### config.mk
export PLATFORM = sky130hd
export DESIGN_NAME = positional_list_stack_top
export DESIGN_NICKNAME = d
export VERILOG_FILES = /design/src/hdl/plst_pkg.sv /design/src/hdl/positional_list_stack_top.sv /design/src/hdl/plst_cell.sv
export SDC_FILE = /design/constraint.sdc
export NUM_CORES = 1
export LEC_CHECK = 0
export ABC_AREA = 1
export ABC_CLOCK_PERIOD_IN_PS = 5900
export BUFFER_PORTS_ARGS = -buffer_cell sky130_fd_sc_hd__buf_2
export CORE_MARGIN = 3
export CORE_UTILIZATION = 45
export CTS_CLUSTER_DIAMETER = 200
export DETAILED_ROUTE_END_ITERATION = 6
export HOLD_SLACK_MARGIN = 0.03
export PLACE_DENSITY_LB_ADDON = 0.2
export REMOVE_ABC_BUFFERS = 1
export SETUP_SLACK_MARGIN = 0.3
export SLEW_MARGIN = 30
export SYNTH_ARGS = -nofsm -noshare
export SYNTH_HDL_FRONTEND = slang
export SYNTH_SLANG_ARGS = --single-unit
### constraint.sdc
create_clock -name clk -period 5.9 [get_ports clk]
set_input_delay 0.885 -clock clk [delete_from_list [all_inputs] [get_ports clk]]
set_output_delay 0.885 -clock clk [all_outputs]
set_load 0.01 [all_outputs]
### src/hdl/plst_pkg.sv
`default_nettype none
package plst_pkg;

  // opcodes
  localparam logic OP_PUSH = 1'b0;
  localparam logic OP_POP  = 1'b1;

  // result status codes
  localparam logic [1:0] ST_OK    = 2'd0;
  localparam logic [1:0] ST_EMPTY = 2'd1;
  localparam logic [1:0] ST_RANGE = 2'd2;
  localparam logic [1:0] ST_FULL  = 2'd3;

  localparam int unsigned WORD_W = 32;
  localparam int unsigned POS_W  = 5;

  typedef struct packed {
    logic               opcode;
    logic signed [31:0] value;
    logic [4:0]         position;
  } in_t;

  typedef struct packed {
    logic signed [31:0] popped_value;
    logic [1:0]         status;
    logic [4:0]         entry_count;
  } out_t;

  // per-cell move control
  typedef struct packed {
    logic load;       // take the pushed word
    logic take_prev;  // shift down: take the entry above
    logic take_next;  // shift up: take the entry below
  } cell_ctl_t;

endpackage
`default_nettype wire

### src/hdl/positional_list_stack_top.sv
`default_nettype none
// channel | ports                        | handshake
// input   | start, busy, in_data         | beat taken when start high and busy low
// result  | out_valid, out_data          | one-cycle strobe, one beat per input beat
//
// One push or pop is taken every cycle; busy stays low.
// Its result is registered at the accepting edge and shown for one cycle.
// The slots move in that same cycle: each cell of the chain loads the pushed
// word, its upper neighbor or its lower neighbor, or holds its value.
// Synchronous active-low reset empties the list; slot contents are not cleared.
// The receiver cannot stall, so no result is ever held back.
module positional_list_stack_top #(
  parameter int unsigned DEPTH = 16
) (
  input  wire logic           clk,
  input  wire logic           rst_n,
  input  wire logic           start,
  output logic                busy,
  input  wire plst_pkg::in_t  in_data,
  output logic                out_valid,
  output plst_pkg::out_t      out_data
);
  import plst_pkg::*;

  localparam int unsigned CW   = $clog2(DEPTH + 1);
  localparam int unsigned CMPW = ((CW > POS_W) ? CW : POS_W) + 1;

  logic [CW-1:0]     count_r;
  logic [CW-1:0]     count_nxt;
  logic              out_valid_r;
  out_t              out_r;
  out_t              out_nxt;

  logic              accept;
  logic [CMPW-1:0]   pos_w;
  logic [CMPW-1:0]   cnt_w;
  logic [CMPW-1:0]   at;
  logic              do_push;
  logic              do_pop;
  logic [1:0]        status;
  logic signed [31:0] popped;

  logic signed [31:0] vals [DEPTH];
  logic signed [31:0] hit  [DEPTH];
  cell_ctl_t          ctls [DEPTH];

  assign busy   = 1'b0;
  assign accept = start && !busy;
  assign pos_w  = CMPW'(in_data.position);
  assign cnt_w  = CMPW'(count_r);

  // decode the operation and the target slot
  always_comb begin
    do_push = 1'b0;
    do_pop  = 1'b0;
    status  = ST_OK;
    at      = pos_w - CMPW'(1);
    if (in_data.opcode == OP_PUSH) begin
      if (cnt_w >= CMPW'(DEPTH)) begin
        status = ST_FULL;
      end else begin
        do_push = accept;
        if (pos_w == '0 || pos_w > cnt_w + CMPW'(1)) begin
          at = cnt_w;
        end
      end
    end else begin
      if (count_r == '0) begin
        status = ST_EMPTY;
      end else if (pos_w == '0 || pos_w > cnt_w) begin
        status = ST_RANGE;
      end else begin
        do_pop = accept;
      end
    end
  end

  // chain of slots, slot 0 is the top
  for (genvar g = 0; g < DEPTH; g++) begin : g_cell
    logic signed [31:0] prev_v;
    logic signed [31:0] next_v;

    if (g == 0) begin : g_first
      assign prev_v = '0;
    end else begin : g_mid_a
      assign prev_v = vals[g-1];
    end
    if (g == DEPTH - 1) begin : g_last
      assign next_v = '0;
    end else begin : g_mid_b
      assign next_v = vals[g+1];
    end

    assign ctls[g].load      = do_push && (at == CMPW'(g));
    assign ctls[g].take_prev = do_push && (CMPW'(g) > at);
    assign ctls[g].take_next = do_pop && (CMPW'(g) >= at) && (g != DEPTH - 1);

    assign hit[g] = (at == CMPW'(g)) ? vals[g] : '0;

    plst_cell u_cell (
      .clk      (clk),
      .ctl      (ctls[g]),
      .word     (in_data.value),
      .prev_val (prev_v),
      .next_val (next_v),
      .val      (vals[g])
    );
  end

  // pick the popped slot
  always_comb begin
    popped = '0;
    for (int i = 0; i < DEPTH; i++) begin
      popped = popped | hit[i];
    end
  end

  // count and result
  always_comb begin
    count_nxt = count_r;
    if (do_push) begin
      count_nxt = count_r + CW'(1);
    end else if (do_pop) begin
      count_nxt = count_r - CW'(1);
    end
    out_nxt              = out_r;
    out_nxt.popped_value = do_pop ? popped : '0;
    out_nxt.status       = status;
    out_nxt.entry_count  = POS_W'(count_nxt);
  end

  always_ff @(posedge clk) begin
    if (!rst_n) begin
      count_r     <= '0;
      out_valid_r <= 1'b0;
    end else begin
      out_valid_r <= accept;
      if (accept) begin
        count_r <= count_nxt;
      end
    end
  end

  // result beat payload
  always_ff @(posedge clk) begin
    if (accept) begin
      out_r <= out_nxt;
    end
  end

  assign out_valid = out_valid_r;
  assign out_data  = out_r;

endmodule
`default_nettype wire

### src/hdl/plst_cell.sv
`default_nettype none
module plst_cell (
  input  wire logic                clk,
  input  wire plst_pkg::cell_ctl_t ctl,
  input  wire logic signed [31:0]  word,
  input  wire logic signed [31:0]  prev_val,
  input  wire logic signed [31:0]  next_val,
  output logic signed [31:0]       val
);
  import plst_pkg::*;

  logic signed [31:0] val_r;
  logic signed [31:0] val_nxt;

  // pick the source for this slot
  always_comb begin
    val_nxt = val_r;
    if (ctl.load) begin
      val_nxt = word;
    end else if (ctl.take_prev) begin
      val_nxt = prev_val;
    end else if (ctl.take_next) begin
      val_nxt = next_val;
    end
  end

  // payload only, no reset
  always_ff @(posedge clk) begin
    val_r <= val_nxt;
  end

  assign val = val_r;

endmodule
`default_nettype wire
==> Word-level counts from Yosys, hierarchy flattened <==
Index checks and enable logic that the tools add are counted.
{ "totals": {"wordCells": 234, "register_bits": 557, "input_bits": 41, "output_inout_bits": 41} }
{ "op_classes": {"n_reduce_logical": 68, "muxes": 77, "n_lt_le_gt_ge": 34, "n_eq_ne": 15, "bitwise_logic": 15, "add_sub_neg": 4} }
{ "op_table": {"columns": ["operator", "n"], "rows": [
  ["$mux 32", 63],
  ["$or 32x32->32", 15],
  ["$eq 6x4->1 const B", 8],
  ["$gt 4x6->1 const A", 8],
  ["$logic_and 1x1->1", 47],
  ["$reduce_bool 3->1", 15],
  ["$ge 4x6->1 const A", 7],
  ["$eq 6x3->1 const B", 4],
  ["$ge 3x6->1 const A", 4],
  ["$gt 3x6->1 const A", 4],
  ["$mux 6", 3],
  ["$eq 6x2->1 const B", 2],
  ["$ge 1x6->1 const A", 2],
  ["$ge 2x6->1 const A", 2],
  ["$gt 1x6->1 const A", 2],
  ["$gt 2x6->1 const A", 2],
  ["$logic_not 6->1", 2],
  ["$mux 5", 2],
  ["$mux 2", 4],
  ["$add 5x1->6 const B", 1],
  ["$eq 6x1->1 const B", 1],
  ["$gt 5x6->1", 1],
  ["$sub 5x1->6 const B", 1],
  ["$add 5x1->5 const B", 1],
  ["other kinds (7)", 12]
]} }

==> Logic depth before layout (Yosys ltp) <==
Gate-level depths: netlist of the first run.
{ "logic_depth": {"depth_word": 23, "mapped_depth": 25, "mapped_depth_nobuf": 23} }

==> Modules after synthesis <==
A second synthesis of the first run with hierarchy kept.
{ "unflattened": {"cells_unflattened": 5794, "hier_area_um2": 39247.6} }
{ "by_module_without_submodules": {"columns": ["module", "cells_each", "instances", "area_each_um2"], "rows": [
  ["plst_cell", 274, 16, 1974.4],
  ["positional_list_stack_top", 1410, 1, 7657.3]
]} }

==> Least setup slack after synthesis of the first run <==
No wires, ideal clock.
{ "synth_path": {"path_kind": "input to register", "startpoint": "input in_data[3] (netlist bit)", "endpoint": "register g_cell[5].u_cell.val_r[0], enable pin", "arrival_time_ps": 5121, "stages": 16, "required_ps": 5479, "path_buffers": 0, "setup_slack_ps": 357, "setup_time_ps": 421, "cell_sequence": "ha_1 nand2_1 inv_2 nand2_1 nand2_1 nand2_1 nand2_1 nand2_1 nand2_4 nand2_4 nand2_1 nand2_4 nand2_2 nor2_1 inv_1 nor2_1"} }
{ "synth_between": {"elab_chain_len": 8, "elab_cells_between_ends": 19, "classes_between": "1 x add/sub; 4 x order compare; 1 x eq/ne; 6 x mux; 7 x reduce/logical"} }
{ "synth_rtl": {"columns": ["element", "line", "source"], "rows": [
  ["start: declaration", "positional_list_stack_top.sv:19", "input wire plst_pkg::in_t in_data,"],
  ["$gt 5x6->1 or $logic_not 6->1 (tied branches)", "positional_list_stack_top.sv:63, positional_list_stack_top.sv:70", null],
  ["$logic_or 1x1->1", "positional_list_stack_top.sv:63", "if (pos_w == '0 || pos_w > cnt_w + CMPW'(1)) begin"],
  ["$mux 6", "positional_list_stack_top.sv:63", null],
  ["$mux 6", "positional_list_stack_top.sv:59", "if (cnt_w >= CMPW'(DEPTH)) begin"],
  ["$mux 6", "positional_list_stack_top.sv:58", "if (in_data.opcode == OP_PUSH) begin"],
  ["$ge 3x6->1, or another cell as far along", "positional_list_stack_top.sv:96", "assign ctls[g].take_next = do_pop && (CMPW'(g) >= at) && (g != DEPTH - 1);"],
  ["$logic_and 1x1->1 (on tied branches)", "positional_list_stack_top.sv:96, positional_list_stack_top.sv:94, positional_list_stack_top.sv:95", null],
  ["$reduce_bool 3->1 (no line) (*)", null, null],
  ["end signal: assignment", "plst_cell.sv:29", "val_r <= val_nxt;"],
  ["end: declaration", "plst_cell.sv:12", "logic signed [31:0] val_r;"]
]} }
Every way passes the cells marked *; elsewhere a longest branch is shown, timed or not.
A chain may end at the register's enable or synchronous reset.

==> Worst setup path after layout of the first run <==
{ "layout_path": {"startpoint": "register count_r[0]", "endpoint": "register g_cell[13].u_cell.val_r[4] (data pin)"} }
{ "layout_between": {"elab_chain_len": 10, "elab_cells_between_ends": 15, "classes_between": "1 x add/sub; 3 x order compare; 1 x eq/ne; 7 x mux; 3 x reduce/logical"} }
{ "layout_rtl": {"columns": ["element", "line", "source"], "rows": [
  ["start: declaration", "positional_list_stack_top.sv:28", "logic [CW-1:0] count_r;"],
  ["start signal: assignment", "positional_list_stack_top.sv:139", "count_r <= count_nxt;"],
  ["$add 5x1->6", "positional_list_stack_top.sv:63", null],
  ["$gt 5x6->1", "positional_list_stack_top.sv:63", null],
  ["$logic_or 1x1->1", "positional_list_stack_top.sv:63", null],
  ["$mux 6", "positional_list_stack_top.sv:63", null],
  ["$mux 6", "positional_list_stack_top.sv:59", null],
  ["$mux 6", "positional_list_stack_top.sv:58", null],
  ["$gt 4x6->1", "positional_list_stack_top.sv:95", "assign ctls[g].take_prev = do_push && (CMPW'(g) > at);"],
  ["$logic_and 1x1->1", "positional_list_stack_top.sv:95", null],
  ["$mux 32", "plst_cell.sv:20", "end else if (ctl.take_prev) begin"],
  ["$mux 32 (*)", "plst_cell.sv:18", "if (ctl.load) begin"],
  ["via g_cell[13].u_cell.val_nxt[4]", "plst_cell.sv:13", "logic signed [31:0] val_nxt;"],
  ["end signal: assignment", "plst_cell.sv:29", null],
  ["end: declaration", "plst_cell.sv:12", null]
]} }
Mark *: on every way through the listed nets, which the timed path passes. The rest lies on a longest branch.

==> results.json, run 1 <==
{
  "drive_gt1_share_pct": 10.00,
  "dp_hpwl_um": 78190,
  "cts.path.max_buffers": 3,
  "rows": 97,
  "post_drt_wl_per_cell_um": 28.04,
  "ir_worst_vdd_v": 0.0001835,
  "synth_area_um2": 32000,
  "post_cts_buffers": 0,
  "min_path_type": "in -> reg",
  "postCtsResizedCells": 0,
  "fin_util_pct": 50.28,
  "antenna_found_initial": 3,
  "worst_slew_margin_rel_pct": 31.81,
  "ant_nets": 0,
  "maxCapViolCount": 0,
  "setup_viol": 0,
  "grt_max_degree": 72,
  "rsz0062_at_grt": "false",
  "fin_skew_ns": 0.02177,
  "critPathTopFamily": "simple AND/OR/NAND/NOR gates",
  "max_freq_mhz": 214.9,
  "max_stage_delay_ns": 0.62,
  "fin_crit_sh_pct": 78.86,
  "ys.flop_type": "edfxtp_1",
  "synth-seq-cells": 557,
  "cts_tree": "built",
  "track_usage_pct": 35.08,
  "htree_levels": 3,
  "grt_overflow": 0,
  "firstDrtPassIters": 6,
  "numCtsBuffers": 66,
  "path_cells": "inv_1 > ha_1 > inv_1 > ha_1 > nand2_1 > nand2_1 > nand2_1 > nand2_1 > nand2_1 > nand2_1 > nand2_1 > nand2_4 > nand2_4 > nand2_4 > nand2_2 > inv_4 > buf_4 > nand2_2 > inv_2 > buf_4 > nand2_2 > buf_4 > nor2_1 > o21ai_1",
  "worst_setup_path_start_kind": "flop",
  "area_growth_pct": 10.43,
  "ys_seq_area_share_pct": 52.08,
  "port_buffers": 80,
  "synth_edf_count": 551,
  "finalHoldViolations": 0,
  "cpMostUsedCell": "nand2_1",
  "fin_area_um2": 35340,
  "async_flop_share_pct": 0,
  "syn_inst": 3836,
  "layout_common_cells": "823 x nand2_1, 562 x nand3_1, 551 x edfxtp_1",
  "layout_commonest_cell": "nand2_1",
  "coreArea_um2": 70270,
  "yosysWarnings": 0,
  "worstSetupPathType": "reg -> reg",
  "grt_pass1_vias": 28650,
  "slowest_stage": "nand2_2",
  "dieArea_um2": 74340,
  "status": "completed",
  "clockRootBuffer": "clkbuf_16",
  "drtIter0Drc": 5020,
  "die_w_um": 272.7,
  "clock_sinks": 557,
  "cp-end-kind": "flop",
  "critPathBufInv": 7,
  "grt_pass1_wl_um": 193000,
  "start_util_pct": 45.54,
  "cts.clk_slew.worst_paths_ns": 0.06,
  "fin_crit_ns": 4.653,
  "vias_per_cell": 6.489,
  "dpl-instance-area_um2": 33240,
  "drcViolationCount": 0,
  "clkLatencyLatePin_ns": 0.61,
  "slew_viol_final": 0,
  "dieHeight_um": 272.7,
  "finalWirelength_um": 133200,
  "postCtsHoldBufs": 0,
  "cp.required_ns": 6.24,
  "p_per_area_nw_per_um2": 308.6,
  "worstMarginPinSlew_ns": 1.021,
  "vias": 30830,
  "io-pin-count": 82,
  "synth_cell_types": 44,
  "path_max_fanout": 34,
  "fin_nets": 3818,
  "place_congestion": 0.9056,
  "avgSynthCellArea_um2": 8.342,
  "power.leakage_uw": 0.01399,
  "critPathArrivalTime_ns": 5.00
}
==> synth_stat cells, types with 13 or more instances <==
cell / instances / share of area (%)
nand3_1: 564 / 8.8
nand2_1: 834 / 9.8
ha_1: 13 / 0.51
a31oi_1: 126 / 2.5
or2_2: 17 / 0.33
o22ai_1: 152 / 3.0
buf_1: 22 / 0.26
o21ai_1: 94 / 1.5
inv_2: 14 / 0.16
nand2_2: 14 / 0.27
nor2_1: 523 / 6.1
a22oi_1: 24 / 0.56
o21ai_0: 294 / 4.6
buf_2: 108 / 1.7
o211ai_1: 91 / 2.1
clkbuf_1: 173 / 2.0
edfxtp_1: 551 / 52
inv_1: 118 / 1.4
a21oi_1: 20 / 0.31
==> final timing paths <==
check / startpoint / to / slack, ns / cells after the start
worst max register to register: count_r[0] / g_cell[13].u_cell.val[4] / 1.25 / 24
worst min register to register: g_cell[0].u_cell.val[13] / g_cell[1].u_cell.val[13] / 0.58 / 2
worst min-delay path: rst_n / out_valid / 0.48 / 3
worst max-delay path: count_r[0] / g_cell[13].u_cell.val[4] / 1.25 / 24
==> sequential cells by signal, summed over array words and instances (netlist names) <==
| name | flops |
|---|---|
| out_valid | 1 |
| count_r | 5 |
| out_data | 39 |
| g_cell.u_cell.val | 512 |
==> per-layer routing <==
metal | vias up | part of all wire [%] | GRT usage, %
met5 | - | 0.022 | 0
met4 | 4 | 5.1 | 16.79
met3 | 459 | 15 | 8.938
met2 | 2535 | 43 | 52.64
met1 | 14450 | 37 | 47.48
li1 | 13380 | - | -
==> kinds of logic after synthesis <==
group | after synthesis | share of synthesized area, %
AND/OR/NAND/NOR | 1993 | 26.55
AO/OA/AOI/OAI | 809 | 14.72
flip-flops | 557 | 52.08
buffers and inverters | 456 | 5.932
adder cells (fa/ha/maj) | 13 | 0.5083
XOR/XNOR | 7 | 0.1916
other | 1 | 0.01172
==> final cells by class <==
type                            count  area [µm²]
Sequential cell                   557       16670
Clock inverter                     33       315.3
Multi-Input combinational cell   2823       13660
Fill cell                        6674       34940
Clock buffer                       81        1750
Tap cell                          940        1176
Inverter                          140       535.5
Timing Repair Buffer              176        1229
Antenna cell                        1       2.502
==> per-stage QoR <==
| stage | instances | TNS, ns | setup WS [ns] | hold slack [ns] | power, µW |
|---|---|---|---|---|---|
| 6_report | 4751 | 0 | 1.247 | 0.4799 | 10900 |
| 2_1_floorplan | 3520 | -128.70 | -0.8365 | 0.5436 | 5898 |
| 4_1_cts | 4749 | 0 | 1.370 | 0.4593 | 10830 |
| 3_5_place_dp | 4635 | 0 | 1.157 | 0.5685 | 6783 |
| 3_3_place_gp | 4635 | 0 | 1.153 | 0.5635 | 6762 |
| 5_1_grt | 4750 | 0 | 0.9629 | 0.4902 | 11190 |
==> where the power goes <==
group          internal (µW)  leakage, µW  total, µW  switching, µW
logic                    469      0.00785       1970           1500
clock network           2360      0.00101       4100           1730
registers               4670      0.00514       4840            164
==> worst reg2reg max path, stage by stage (launching register included) <==
cell and delay, ns:
dfxtp_1 0.40, inv_1 0.12, ha_1 0.31, inv_1 0.06, ha_1 0.29, nand2_1 0.06
nand2_1 0.05, nand2_1 0.04, nand2_1 0.05, nand2_1 0.05, nand2_1 0.05, nand2_1 0.07
nand2_4 0.11, nand2_4 0.10, nand2_4 0.16, nand2_2 0.12, inv_4 0.09, buf_4 0.49
nand2_2 0.13, inv_2 0.06, buf_4 0.39, nand2_2 0.63, buf_4 0.39, nor2_1 0.09
o21ai_1 0.08
Note: power is estimated with default switching activity, not from simulation.
==> run 2: changes to the inputs <==
--- a/config.mk
+++ b/config.mk
@@ -6,7 +6,7 @@
 export NUM_CORES = 1
 export LEC_CHECK = 0
 export ABC_AREA = 1
-export ABC_CLOCK_PERIOD_IN_PS = 5900
+export ABC_CLOCK_PERIOD_IN_PS = 4250
 export BUFFER_PORTS_ARGS = -buffer_cell sky130_fd_sc_hd__buf_2
 export CORE_MARGIN = 3
 export CORE_UTILIZATION = 45
==> constraint.sdc (replaced) <==
create_clock -name clk -period 4.25 [get_ports clk]
set_input_delay 0.6375 -clock clk [delete_from_list [all_inputs] [get_ports clk]]
set_output_delay 0.6375 -clock clk [all_outputs]
set_load 0.01 [all_outputs]
==> run 2 against run 1 <==
  * Clock power rose by 37%
  * Clock skew is essentially flat
  * Flip-flop and latch count unchanged
  * Cell count rose by 1.7%
  * Combinational power up 47%
  * Die area unchanged
  * Via count is 0.86% higher
  * Count of clock-buffer cells in the layout is 3 higher
  * First-iteration DRC count decreased by 2.9%
  * Critical path depth grew 1
  * Setup slack worse by 0.79 ns
  * Critical path type unchanged
  * Largest cell class unchanged
==> results.json, run 2 (synthesized netlist as in run 1, its figures left out) <==
{
  "drive_gt1_share_pct": 11.86,
  "die_w_um": 272.7,
  "cpMostUsedCell": "nand2_1",
  "maxCapViolCount": 0,
  "grt_overflow": 0,
  "worstSetupPathType": "reg -> reg",
  "dieHeight_um": 272.7,
  "cp.required_ns": 4.59,
  "critPathTopFamily": "simple AND/OR/NAND/NOR gates",
  "rows": 97,
  "numCtsBuffers": 66,
  "ir_worst_vdd_v": 0.0002634,
  "p_per_area_nw_per_um2": 418.6,
  "place_congestion": 0.9238,
  "hold_depth": 3,
  "slowest_stage": "dfxtp_1",
  "timing.setup.tns_ns": 0,
  "rsz0062_at_grt": "true",
  "power.leakage_uw": 0.01451,
  "clock_sinks": 557,
  "vias": 31100,
  "postCtsHoldBufs": 0,
  "fin_util_pct": 51.72,
  "ant_nets": 0,
  "dieArea_um2": 74340,
  "worst_slew_margin_rel_pct": 46.10,
  "io-pin-count": 82,
  "dp_hpwl_um": 80650,
  "fin_nets": 3892,
  "htree_levels": 3,
  "clockRootBuffer": "clkbuf_16",
  "ff2ff_path_depth": 25,
  "cp-end-kind": "flop",
  "antenna_found_initial": 5,
  "fin_skew_ns": 0.02164,
  "critPathBufInv": 7,
  "layout_common_cells": "821 x nand2_1, 561 x nand3_1, 551 x edfxtp_1",
  "coreArea_um2": 70270,
  "vias_per_cell": 6.438,
  "max_stage_delay_ns": 0.40,
  "clkLatencyLatePin_ns": 0.63,
  "drcViolationCount": 0,
  "track_usage_pct": 34.54,
  "cts_tree": "built",
  "finalHoldViolations": 0,
  "grt_pass1_wl_um": 190400,
  "finalWirelength_um": 132200,
  "grt_pass1_vias": 28460,
  "cts.clk_slew.worst_paths_ns": 0.05,
  "layout_commonest_cell": "nand2_1",
  "area_growth_pct": 13.59,
  "grt_max_degree": 82,
  "critPathArrivalTime_ns": 4.13,
  "max_freq_mhz": 263.8,
  "post_drt_wl_per_cell_um": 27.37,
  "fin_crit_sh_pct": 89.19,
  "fin_crit_ns": 3.790,
  "start_util_pct": 45.54,
  "worst_setup_path_start_kind": "flop",
  "port_buffers": 80,
  "path_max_fanout": 27,
  "cts.path.max_buffers": 3,
  "status": "completed",
  "worstMarginPinSlew_ns": 0.8086,
  "firstDrtPassIters": 6,
  "setup_viol": 0,
  "largest_reg_flops": 512,
  "worst-path-stages": 25,
  "min_path_type": "in -> reg",
  "slew_viol_final": 0,
  "drtIter0Drc": 4876
}
## run 2: area by class of cell
class,count,area (µm²)
Timing Repair Buffer,247,2162
Sequential cell,557,16670
Fill cell,6549,33920
Antenna cell,2,5.005
Clock buffer,84,1762
Inverter,140,539.3
Clock inverter,34,294.0
Tap cell,940,1176
Multi-Input combinational cell,2826,13740
## run 2: power breakdown
part | total (µW) | switching (µW) | internal, µW | leakage (µW)
clock | 5610 | 2420 | 3190 | 0.00101
combinational | 2900 | 2110 | 790 | 0.00837
sequential | 6710 | 221 | 6490 | 0.00514
total | 15200 | 4750 | 10500 | 0.0145
## run 2: path summary, 6_finish.rpt
check / end / from / slack (ns)
hold reg to reg: g_cell[1].u_cell.val[12] / g_cell[0].u_cell.val[12] / 0.58
setup / recovery: g_cell[7].u_cell.val[21] / count_r[0] / 0.46
hold / removal: out_valid / rst_n / 0.23
setup reg to reg: g_cell[7].u_cell.val[21] / count_r[0] / 0.46
## run 2: routing by layer
metal	share of wire, %	vias up	track usage, %
li1	-	13540	-
met2	43	2454	51.71
met5	0.067	-	0
met4	4.9	8	14.23
met1	38	14670	47.04
met3	14	425	9.930
## run 2: worst reg2reg max path: cells and delay by family, from the launching register on
kind	cells	cell delay (ns)
AND/OR/NAND/NOR	13	1.14
buffers and inverters	7	1.09
adder cells (fa/ha/maj)	2	0.61
flip-flops	1	0.40
AO/OA/AOI/OAI	3	0.29
## run 2: what timing repair did
action,CTS,global route
endpoints found under the setup margin,24,392
resized for setup,0,37
gates cloned,1,4
buffers inserted,0,21
pin swaps,1,12
## run 2: through the flow
stage / hold WS (ns) / std cells / total power, µW / worst slack, ns / cell area (µm²)
6_report: 0.2304 / 4830 / 15210 / 0.4596 / 36350
2_1_floorplan: 0.5436 / 3520 / 8187 / -2.381 / 30630
5_1_grt: 0.2310 / 4828 / 15650 / 0.1843 / 36340
4_1_cts: 0.2166 / 4803 / 15070 / 0.3211 / 35970
3_5_place_dp: 0.5712 / 4684 / 9508 / 0.1730 / 33910
3_3_place_gp: 0.5625 / 4684 / 9477 / 0.2883 / 33910
